===== config.mk =====
export PLATFORM = sky130hd
export DESIGN_NAME = pid_with_deadband
export DESIGN_NICKNAME = d
export VERILOG_FILES = /design/src/hw/rtl/pwd_pkg.sv /design/src/hw/rtl/pid_with_deadband.sv /design/src/hw/rtl/pwd_csr.sv /design/src/hw/rtl/pwd_front.sv /design/src/hw/rtl/pwd_accum.sv
export SDC_FILE = /design/constraint.sdc
export NUM_CORES = 2
export LEC_CHECK = 0
export ABC_AREA = 1
export BUFFER_PORTS_ARGS = -buffer_cell sky130_fd_sc_hd__buf_4
export CAP_MARGIN = 10
export CORE_MARGIN = 8
export CORE_UTILIZATION = 40
export CTS_CLUSTER_DIAMETER = 30
export DETAILED_ROUTE_END_ITERATION = 8
export GPL_TIMING_DRIVEN = 0
export PLACE_DENSITY = 0.66
export SYNTH_ARGS = -nofsm -noshare
export SYNTH_HDL_FRONTEND = slang
export SYNTH_SLANG_ARGS = --single-unit

===== constraint.sdc =====
create_clock -name clock -period 17.4 [get_ports clock]
set_clock_uncertainty 0.1 [all_clocks]
set_input_delay 0.87 -clock clock [delete_from_list [all_inputs] [get_ports clock]]
set_output_delay 0.87 -clock clock [all_outputs]
set_load 0.03 [all_outputs]

===== src/hw/rtl/pwd_pkg.sv =====
`default_nettype none

package pwd_pkg;

   localparam int DATA_WIDTH_DEFAULT = 16;
   localparam int ACC_WIDTH_DEFAULT  = 32;
   localparam int CSR_INDEX_WIDTH    = 3;

   typedef enum logic [CSR_INDEX_WIDTH-1:0] {
      CSR_KP          = 3'd0,
      CSR_KI          = 3'd1,
      CSR_KD          = 3'd2,
      CSR_SETPOINT    = 3'd3,
      CSR_LOWER_LIMIT = 3'd4,
      CSR_UPPER_LIMIT = 3'd5,
      CSR_TOLERANCE   = 3'd6
   } csr_index_type;

   typedef struct packed {
      logic clear;
      logic enabled;
      logic dead;
   } flags_type;

endpackage

`default_nettype wire


===== src/hw/rtl/pid_with_deadband.sv =====
// PID controller with deadband on signed fixed-point samples (Q1.15 at the default width).
// Each request beat carries one measurement in tdata and a command in tuser: 0 runs one
// control step, 1 clears the integral and the previous error and returns the held output
// (zero while disabled). The block takes one beat per clock cycle unless the response side
// stalls, and answers each with exactly one response beat, through an input register, a
// stage that forms the clipped deadband window, the error and the three gain products, and
// an output stage that updates the saturating integral and sums the terms. Response tuser
// carries the enabled flag (setpoint within the limits, swapped if given in reverse order)
// and the deadband flag. The user must write registers through the csr port only while no
// beat is in flight; the block itself does not enforce this.
`default_nettype none

module pid_with_deadband #(
   parameter int DATA_WIDTH = pwd_pkg::DATA_WIDTH_DEFAULT,
   parameter int ACC_WIDTH  = pwd_pkg::ACC_WIDTH_DEFAULT
) (
   input  wire logic                                 clock,
   input  wire logic                                 reset,
   input  wire logic                                 csr_we,
   input  wire logic [pwd_pkg::CSR_INDEX_WIDTH-1:0]  csr_index,
   input  wire logic [DATA_WIDTH-1:0]                csr_wdata,
   input  wire logic                                 req_tvalid,
   output logic                                      req_tready,
   // measured
   input  wire logic [((DATA_WIDTH+7)/8)*8-1:0]      req_tdata,
   // func
   input  wire logic                                 req_tuser,
   output logic                                      rsp_tvalid,
   input  wire logic                                 rsp_tready,
   // control
   output logic [((DATA_WIDTH+7)/8)*8-1:0]           rsp_tdata,
   // in_deadband, enabled
   output logic [1:0]                                rsp_tuser
);
   import pwd_pkg::*;

   localparam int TDATA_WIDTH = ((DATA_WIDTH + 7) / 8) * 8;

   logic        [DATA_WIDTH-2:0] kp, ki, kd, tolerance;
   logic signed [DATA_WIDTH-1:0] setpoint, lower_limit, upper_limit;
   logic                         s1_valid, s1_ready;
   flags_type                    s1_flags;
   logic signed [DATA_WIDTH+1:0] s1_prop, s1_intg;
   logic signed [DATA_WIDTH+2:0] s1_deriv;
   logic        [DATA_WIDTH-1:0] control;
   logic                         enabled, in_deadband;

   pwd_csr #(.DATA_WIDTH(DATA_WIDTH)) u_csr (
      .clock       (clock),
      .reset       (reset),
      .csr_we      (csr_we),
      .csr_index   (csr_index),
      .csr_wdata   (csr_wdata),
      .kp          (kp),
      .ki          (ki),
      .kd          (kd),
      .setpoint    (setpoint),
      .lower_limit (lower_limit),
      .upper_limit (upper_limit),
      .tolerance   (tolerance)
   );

   pwd_front #(.DATA_WIDTH(DATA_WIDTH)) u_front (
      .clock       (clock),
      .reset       (reset),
      .in_valid    (req_tvalid),
      .in_ready    (req_tready),
      .in_func     (req_tuser),
      .in_measured (req_tdata[DATA_WIDTH-1:0]),
      .kp          (kp),
      .ki          (ki),
      .kd          (kd),
      .setpoint    (setpoint),
      .lower_limit (lower_limit),
      .upper_limit (upper_limit),
      .tolerance   (tolerance),
      .down_ready  (s1_ready),
      .s1_valid    (s1_valid),
      .s1_flags    (s1_flags),
      .s1_prop     (s1_prop),
      .s1_intg     (s1_intg),
      .s1_deriv    (s1_deriv)
   );

   pwd_accum #(.DATA_WIDTH(DATA_WIDTH), .ACC_WIDTH(ACC_WIDTH)) u_accum (
      .clock       (clock),
      .reset       (reset),
      .up_valid    (s1_valid),
      .up_ready    (s1_ready),
      .up_flags    (s1_flags),
      .up_prop     (s1_prop),
      .up_intg     (s1_intg),
      .up_deriv    (s1_deriv),
      .ki          (ki),
      .out_valid   (rsp_tvalid),
      .out_ready   (rsp_tready),
      .out_control (control),
      .out_enabled (enabled),
      .out_dead    (in_deadband)
   );

   assign rsp_tdata = TDATA_WIDTH'(control);
   assign rsp_tuser = {in_deadband, enabled};

endmodule

`default_nettype wire


===== src/hw/rtl/pwd_csr.sv =====
`default_nettype none

module pwd_csr #(
   parameter int DATA_WIDTH = pwd_pkg::DATA_WIDTH_DEFAULT
) (
   input  wire logic                                 clock,
   input  wire logic                                 reset,
   input  wire logic                                 csr_we,
   input  wire logic [pwd_pkg::CSR_INDEX_WIDTH-1:0]  csr_index,
   input  wire logic [DATA_WIDTH-1:0]                csr_wdata,
   output logic        [DATA_WIDTH-2:0]              kp,
   output logic        [DATA_WIDTH-2:0]              ki,
   output logic        [DATA_WIDTH-2:0]              kd,
   output logic signed [DATA_WIDTH-1:0]              setpoint,
   output logic signed [DATA_WIDTH-1:0]              lower_limit,
   output logic signed [DATA_WIDTH-1:0]              upper_limit,
   output logic        [DATA_WIDTH-2:0]              tolerance
);
   import pwd_pkg::*;

   localparam logic [DATA_WIDTH-1:0] DATA_MAX = {1'b0, {(DATA_WIDTH-1){1'b1}}};
   localparam logic [DATA_WIDTH-1:0] DATA_MIN = {1'b1, {(DATA_WIDTH-1){1'b0}}};

   logic [DATA_WIDTH-2:0] kp_ff, kp_in, ki_ff, ki_in, kd_ff, kd_in;
   logic [DATA_WIDTH-2:0] tolerance_ff, tolerance_in;
   logic [DATA_WIDTH-1:0] setpoint_ff, setpoint_in;
   logic [DATA_WIDTH-1:0] lower_ff, lower_in, upper_ff, upper_in;

   always_comb begin
      kp_in        = kp_ff;
      ki_in        = ki_ff;
      kd_in        = kd_ff;
      setpoint_in  = setpoint_ff;
      lower_in     = lower_ff;
      upper_in     = upper_ff;
      tolerance_in = tolerance_ff;
      if (csr_we) begin
         case (csr_index_type'(csr_index))
            CSR_KP:          kp_in        = csr_wdata[DATA_WIDTH-2:0];
            CSR_KI:          ki_in        = csr_wdata[DATA_WIDTH-2:0];
            CSR_KD:          kd_in        = csr_wdata[DATA_WIDTH-2:0];
            CSR_SETPOINT:    setpoint_in  = csr_wdata;
            CSR_LOWER_LIMIT: lower_in     = csr_wdata;
            CSR_UPPER_LIMIT: upper_in     = csr_wdata;
            CSR_TOLERANCE:   tolerance_in = csr_wdata[DATA_WIDTH-2:0];
            default: begin
            end
         endcase
      end
   end

   always_ff @(posedge clock) begin
      if (reset) begin
         kp_ff        <= '0;
         ki_ff        <= '0;
         kd_ff        <= '0;
         setpoint_ff  <= '0;
         lower_ff     <= DATA_MIN;
         upper_ff     <= DATA_MAX;
         tolerance_ff <= '0;
      end else begin
         kp_ff        <= kp_in;
         ki_ff        <= ki_in;
         kd_ff        <= kd_in;
         setpoint_ff  <= setpoint_in;
         lower_ff     <= lower_in;
         upper_ff     <= upper_in;
         tolerance_ff <= tolerance_in;
      end
   end

   assign kp          = kp_ff;
   assign ki          = ki_ff;
   assign kd          = kd_ff;
   assign setpoint    = $signed(setpoint_ff);
   assign lower_limit = $signed(lower_ff);
   assign upper_limit = $signed(upper_ff);
   assign tolerance   = tolerance_ff;

endmodule

`default_nettype wire


===== src/hw/rtl/pwd_front.sv =====
`default_nettype none

module pwd_front #(
   parameter int DATA_WIDTH = pwd_pkg::DATA_WIDTH_DEFAULT
) (
   input  wire logic                          clock,
   input  wire logic                          reset,
   input  wire logic                          in_valid,
   output logic                               in_ready,
   input  wire logic                          in_func,
   input  wire logic        [DATA_WIDTH-1:0]  in_measured,
   input  wire logic        [DATA_WIDTH-2:0]  kp,
   input  wire logic        [DATA_WIDTH-2:0]  ki,
   input  wire logic        [DATA_WIDTH-2:0]  kd,
   input  wire logic signed [DATA_WIDTH-1:0]  setpoint,
   input  wire logic signed [DATA_WIDTH-1:0]  lower_limit,
   input  wire logic signed [DATA_WIDTH-1:0]  upper_limit,
   input  wire logic        [DATA_WIDTH-2:0]  tolerance,
   input  wire logic                          down_ready,
   output logic                               s1_valid,
   output pwd_pkg::flags_type                 s1_flags,
   output logic signed [DATA_WIDTH+1:0]       s1_prop,
   output logic signed [DATA_WIDTH+1:0]       s1_intg,
   output logic signed [DATA_WIDTH+2:0]       s1_deriv
);
   import pwd_pkg::*;

   localparam int FRAC = DATA_WIDTH - 1;
   localparam int EW   = DATA_WIDTH + 1;

   logic                    v0_ff, v0_in, func0_ff;
   logic [DATA_WIDTH-1:0]   meas0_ff;
   logic                    v1_ff, v1_in;
   flags_type               flags1_ff, flags1_in;
   logic signed [DATA_WIDTH+1:0] prop1_ff, intg1_ff;
   logic signed [DATA_WIDTH+2:0] deriv1_ff;
   logic signed [EW-1:0]    last_err_ff, last_err_in;

   logic                    s1_room, move01, accept;
   logic signed [EW-1:0]    lo, hi, sp, meas, wlo, whi, err;
   logic signed [EW:0]      diff;
   logic                    en, dead;
   logic signed [2*DATA_WIDTH:0]   prod_p, prod_i;
   logic signed [2*DATA_WIDTH+1:0] prod_d;

   assign s1_room  = !v1_ff || down_ready;
   assign in_ready = !v0_ff || s1_room;
   assign accept   = in_valid && in_ready;
   assign move01   = v0_ff && s1_room;

   always_comb begin
      sp   = EW'(setpoint);
      meas = EW'($signed(meas0_ff));
      if (lower_limit > upper_limit) begin
         lo = EW'(upper_limit);
         hi = EW'(lower_limit);
      end else begin
         lo = EW'(lower_limit);
         hi = EW'(upper_limit);
      end
      en  = (sp >= lo) && (sp <= hi);
      wlo = sp - $signed({2'b00, tolerance});
      whi = sp + $signed({2'b00, tolerance});
      if (wlo < lo) begin
         wlo = lo;
      end
      if (whi > hi) begin
         whi = hi;
      end
      dead = (meas >= wlo) && (meas <= whi);
      err  = dead ? '0 : (sp - meas);
      diff = (EW+1)'(err) - (EW+1)'(last_err_ff);
   end

   assign prod_p = $signed({1'b0, kp}) * err;
   assign prod_i = $signed({1'b0, ki}) * err;
   assign prod_d = $signed({1'b0, kd}) * diff;

   always_comb begin
      v0_in       = accept || (v0_ff && !s1_room);
      v1_in       = move01 || (v1_ff && !down_ready);
      last_err_in = last_err_ff;
      if (move01) begin
         if (func0_ff) begin
            last_err_in = '0;
         end else if (en) begin
            last_err_in = err;
         end
      end
      flags1_in.clear   = func0_ff;
      flags1_in.enabled = en;
      flags1_in.dead    = dead && en && !func0_ff;
   end

   always_ff @(posedge clock) begin
      if (reset) begin
         v0_ff       <= 1'b0;
         v1_ff       <= 1'b0;
         last_err_ff <= '0;
      end else begin
         v0_ff       <= v0_in;
         v1_ff       <= v1_in;
         last_err_ff <= last_err_in;
      end
   end

   always_ff @(posedge clock) begin
      if (accept) begin
         func0_ff <= in_func;
         meas0_ff <= in_measured;
      end
      if (move01) begin
         flags1_ff <= flags1_in;
         prop1_ff  <= (DATA_WIDTH+2)'(prod_p >>> FRAC);
         intg1_ff  <= (DATA_WIDTH+2)'(prod_i >>> FRAC);
         deriv1_ff <= (DATA_WIDTH+3)'(prod_d >>> FRAC);
      end
   end

   assign s1_valid = v1_ff;
   assign s1_flags = flags1_ff;
   assign s1_prop  = prop1_ff;
   assign s1_intg  = intg1_ff;
   assign s1_deriv = deriv1_ff;

endmodule

`default_nettype wire


===== src/hw/rtl/pwd_accum.sv =====
`default_nettype none

module pwd_accum #(
   parameter int DATA_WIDTH = pwd_pkg::DATA_WIDTH_DEFAULT,
   parameter int ACC_WIDTH  = pwd_pkg::ACC_WIDTH_DEFAULT
) (
   input  wire logic                          clock,
   input  wire logic                          reset,
   input  wire logic                          up_valid,
   output logic                               up_ready,
   input  wire pwd_pkg::flags_type            up_flags,
   input  wire logic signed [DATA_WIDTH+1:0]  up_prop,
   input  wire logic signed [DATA_WIDTH+1:0]  up_intg,
   input  wire logic signed [DATA_WIDTH+2:0]  up_deriv,
   input  wire logic        [DATA_WIDTH-2:0]  ki,
   output logic                               out_valid,
   input  wire logic                          out_ready,
   output logic        [DATA_WIDTH-1:0]       out_control,
   output logic                               out_enabled,
   output logic                               out_dead
);
   import pwd_pkg::*;

   localparam int SW = ((ACC_WIDTH > DATA_WIDTH + 2) ? ACC_WIDTH : DATA_WIDTH + 2) + 1;
   localparam int CW = ((ACC_WIDTH > DATA_WIDTH + 3) ? ACC_WIDTH : DATA_WIDTH + 3) + 2;
   localparam logic signed [SW-1:0] ACC_HI =
      {{(SW-ACC_WIDTH+1){1'b0}}, {(ACC_WIDTH-1){1'b1}}};
   localparam logic signed [SW-1:0] ACC_LO = ~ACC_HI;
   localparam logic signed [CW-1:0] OUT_HI =
      {{(CW-DATA_WIDTH+1){1'b0}}, {(DATA_WIDTH-1){1'b1}}};
   localparam logic signed [CW-1:0] OUT_LO = ~OUT_HI;

   logic signed [ACC_WIDTH-1:0] integral_ff, integral_in, intg_sat;
   logic [DATA_WIDTH-1:0]       held_ff, held_in;
   logic                        v2_ff, v2_in;
   logic [DATA_WIDTH-1:0]       control_ff, control_in;
   logic                        enabled_ff, dead_ff;
   logic signed [SW-1:0]        intg_sum;
   logic signed [CW-1:0]        ctl_sum;
   logic [DATA_WIDTH-1:0]       ctl_sat;
   logic                        fire;

   assign up_ready = !v2_ff || out_ready;
   assign fire     = up_valid && up_ready;

   always_comb begin
      intg_sum = SW'(integral_ff) + SW'(up_intg);
      if (ki == '0) begin
         intg_sat = '0;
      end else if (intg_sum > ACC_HI) begin
         intg_sat = ACC_WIDTH'(ACC_HI);
      end else if (intg_sum < ACC_LO) begin
         intg_sat = ACC_WIDTH'(ACC_LO);
      end else begin
         intg_sat = ACC_WIDTH'(intg_sum);
      end
      ctl_sum = CW'(up_prop) + CW'(intg_sat) + CW'(up_deriv);
      if (ctl_sum > OUT_HI) begin
         ctl_sat = DATA_WIDTH'(OUT_HI);
      end else if (ctl_sum < OUT_LO) begin
         ctl_sat = DATA_WIDTH'(OUT_LO);
      end else begin
         ctl_sat = DATA_WIDTH'(ctl_sum);
      end
   end

   always_comb begin
      v2_in       = fire || (v2_ff && !out_ready);
      integral_in = integral_ff;
      held_in     = held_ff;
      if (!up_flags.enabled) begin
         control_in = '0;
      end else if (up_flags.clear) begin
         control_in = held_ff;
      end else begin
         control_in = ctl_sat;
      end
      if (fire) begin
         if (up_flags.clear) begin
            integral_in = '0;
         end else if (up_flags.enabled) begin
            integral_in = intg_sat;
            held_in     = ctl_sat;
         end
      end
   end

   always_ff @(posedge clock) begin
      if (reset) begin
         v2_ff       <= 1'b0;
         integral_ff <= '0;
         held_ff     <= '0;
      end else begin
         v2_ff       <= v2_in;
         integral_ff <= integral_in;
         held_ff     <= held_in;
      end
   end

   always_ff @(posedge clock) begin
      if (fire) begin
         control_ff <= control_in;
         enabled_ff <= up_flags.enabled;
         dead_ff    <= up_flags.dead;
      end
   end

   assign out_valid   = v2_ff;
   assign out_control = control_ff;
   assign out_enabled = enabled_ff;
   assign out_dead    = dead_ff;

endmodule

`default_nettype wire


==> impl_metrics.py <==
metrics = {
    "outcome": {
        "status": "complete, no violations",
    },
    "yosys": {
        "syn_area_per_cell_um2": 7.83,
        "ys_seq_area_share_pct": 12.7,
        "ys_types": 62,
        "yosysWarnings": 0,
        "async_flop_share_pct": 0,
        "syn-num-nets": 7716,
        "synth_common_cells": "inv_1 (1347), nand2_1 (1222), fa_1 (818), nor2_1 (632), ha_1 (484)",
        "yosysMostFrequentCell": "inv_1",
        "synth_top_area_cell": "fa_1",
        "synth_top_area_share_pct": 32.8,
        "syn-instance-count": 6373,
        "ys_ff_latch": 269,
        "synth_edf_count": 93,
        "ys.flop_type": "dfxtp_1",
        "ys_top_cells_by_area": "fa_1 (33%), ha_1 (12%), inv_1 (10%), nand2_1 (9.2%), dfxtp_1 (7.1%)",
        "synth_area_um2": 49900,
    },
    "route": {
        "routed_wl_um": 155000,
        "drcViolationCount": 0,
        "routed_via_density": 5.20,
        "drtIter0Drc": 3520,
        "wl_per_cell_um": 18.9,
        "antenna_left": 0,
        "via_count": 42700,
        "drt_first_pass_iters": 6,
    },
    "setup_path": {
        "cp_max_fo": 10,
        "critPathMaxStageDelay_ps": 770,
        "arrival_ps": 16770,
        "slowest_stage": "nand3_1",
        "cp.required_ps": 17640,
        "r2r_setup_slack_ps": 870,
        "startpoint": "u_csr.setpoint[2]",
        "endpoint_kind": "flip-flop",
        "critPathLaunchType": "flip-flop",
        "reg2reg_to": "u_front.s1_deriv[14]",
        "crit_path_end": "u_front.s1_deriv[14]",
        "worstRegToRegCells": 64,
        "crit_top_cell": "nand2_1",
        "critical_path_class": "reg -> reg",
        "reg2reg_from": "u_csr.setpoint[2]",
    },
    "grt": {
        "grt_pass1_wl_um": 242000,
        "grtUsageTotal_pct": 22.5,
        "first_global_vias": 43300,
        "grt_max_degree": 53,
        "antenna_found_initial": 5,
        "grt_overflow_total": 0,
    },
    "sta": {
        "hold_viol_final": 0,
        "max_freq_mhz": 60.5,
        "timing.final.ws_setup_ps": 872,
        "worst_slew_pin_slew_ps": 1270,
        "totalNegativeSetupSlack_ps": 0,
        "finalSetupViolCount": 0,
        "period_share_pct": 95.0,
        "slew_headroom_pct": 14.8,
        "rsz0062_at_grt": "false",
        "maxSlewViolCount": 0,
        "period_minus_slack_ps": 16530,
    },
    "cts": {
        "clk_latency_ps": 650,
        "root_buffer": "clkbuf_16",
        "h-tree-depth": 3,
        "numCtsBuffers": 73,
        "cts_buffer_depth": 3,
        "cts_setup_buffers": 0,
        "cts-resized-gates": 0,
        "clock_sinks": 269,
        "path_clk_slew_ps": 50,
        "hold_buffers": 0,
        "cts_tree": "built",
    },
    "die": {
        "num_rows": 129,
        "coreArea_um2": 124000,
        "pin_count": 61,
        "die-height_um": 369,
        "dieArea_um2": 136000,
        "die_x_um": 369,
        "start_util_pct": 40.3,
    },
    "placement": {
        "hpwl_um": 130000,
        "gp_routability_congestion": 0.968,
        "dp_slack_ps": 1040,
        "portBuffers": 59,
        "place_area_um2": 52500,
        "post-place-cells": 8074,
    },
    "finish": {
        "finalNetCount": 7854,
        "fin_area_um2": 55000,
        "finalNonFillerCells": 8213,
        "drive_above_1_share_pct": 4.40,
        "seq_area_um2": 6320,
        "area_growth_pct": 10.2,
        "multi_input_comb_area_um2": 37600,
        "fillers": 12300,
    },
    "power_and_ir_drop": {
        "peakVddDrop_v": 0.0000993,
        "power_density_nw_per_um2": 152,
        "total_power_uw": 8390,
        "p_leak_uw": 0.0261,
    },
    "hold_path": {
        "holdCritPathClass": "in -> reg",
    },
    "job": {
        "drv_cap": 0,
    },
}
-- logic make-up (layout without fill, tap and decap cells) --
family,after synthesis,count (layout),share of synthesized area (%)
buffers and inverters,1573,1771,12.0
AOI/OAI and AO/OA,870,870,9.63
other,0,5,0
xor gates and xnor gates,159,159,2.79
and+or+nand+nor,2200,2200,18.0
adders and majority gates,1302,1302,44.9
DFF,269,269,12.7
-- critical path, delay by kind of cell (launching register included) --
| family | cells | cell delay, ps |
|---|---|---|
| AND/OR/NAND/NOR | 25 | 4380 |
| flip-flops | 1 | 540 |
| adder cells (fa/ha/maj) | 11 | 5120 |
| buffers and inverters | 9 | 2550 |
| AO/OA/AOI/OAI | 18 | 3220 |
| XOR/XNOR | 1 | 270 |
-- flip-flops by register name, summed over array words and instances (netlist names), 16 cells and up --
name,flops
u_accum.held_ff,16
u_accum.out_control,16
u_csr.upper_limit,16
u_csr.setpoint,16
u_csr.lower_limit,16
u_front.s1_deriv,19
u_accum.integral_ff,32
u_front.s1_prop,18
u_front.last_err_ff,17
u_front.s1_intg,18
u_front.meas0_ff,16
-- cells in the final DEF (no fill, tap or decap), types with 7 or more instances in the layout --
master	netlist	routed
inv_1	1347	1347
nand2_1	1222	1221
fa_1	818	818
nor2_1	632	628
ha_1	484	484
a21oi_1	429	429
o21ai_0	239	237
dfxtp_1	176	176
nand3_1	175	174
clkbuf_1	156	166
edfxtp_1	93	93
xor2_1	89	89
clkbuf_16	0	74
xnor2_1	70	70
buf_4	10	70
o21ai_1	44	46
nand4_1	43	43
nor3_1	40	39
clkinv_1	24	32
a31oi_1	26	26
o211ai_1	23	23
a21o_1	18	18
o21bai_1	18	18
nor4_1	17	17
or2_2	17	17
buf_2	16	16
nand3_2	14	15
o21a_1	15	15
nand3b_1	14	14
a211oi_1	11	11
buf_1	9	9
o221a_2	8	8
clkbuf_8	0	8
nand2_2	6	7
clkinv_4	1	7
clkinv_2	0	7
-- worst min-delay path by stage --
stage,cells past startpoint,end,slack [ps],from
floorplan,0,u_accum.out_dead,300,u_front.s1_flags[0]
global placement,0,u_accum.out_dead,360,u_front.s1_flags[0]
detailed placement,2,u_accum.integral_ff[4],360,u_accum.integral_ff[4]
CTS,1,u_front.meas0_ff[7],250,req_tdata[7]
global route,1,u_front.func0_ff,270,req_tuser
finish,1,u_front.func0_ff,300,req_tuser
-- power breakdown --
part / total [uW] / internal (uW) / switching (uW)
clock network: 1340 / 905 / 439
logic: 6150 / 1940 / 4210
registers: 894 / 801 / 93.0
total: 8390 / 3650 / 4740
-- per-layer routing --
layer / GRT usage, % / wire length (um) / vias up
met5: 0 / 29 / -
met4: 8.89 / 6830 / 4
met3: 5.13 / 13400 / 355
met2: 36.3 / 69600 / 1671
met1: 29.3 / 65500 / 20700
li1: - / - / 20000
-- per-stage QoR --
step                hold WS [ps]  util (%)
floorplan                    300         -
global placement             357      42.3
detailed placement           363      42.4
CTS                          254      44.4
global route                 272      44.4
finish                       296      44.4
-- layout make-up --
type,count,share of cell area [%]
Inverter,1378,9.41
Antenna cell,5,0.0227
Buffer,194,1.51
Clock buffer,95,3.65
Timing Repair Buffer,64,0.950
Sequential cell,269,11.5
Multi-Input combinational cell,4531,68.4
Tap cell,1637,3.72
Clock inverter,40,0.860
Power figures use the tool's default switching activity.
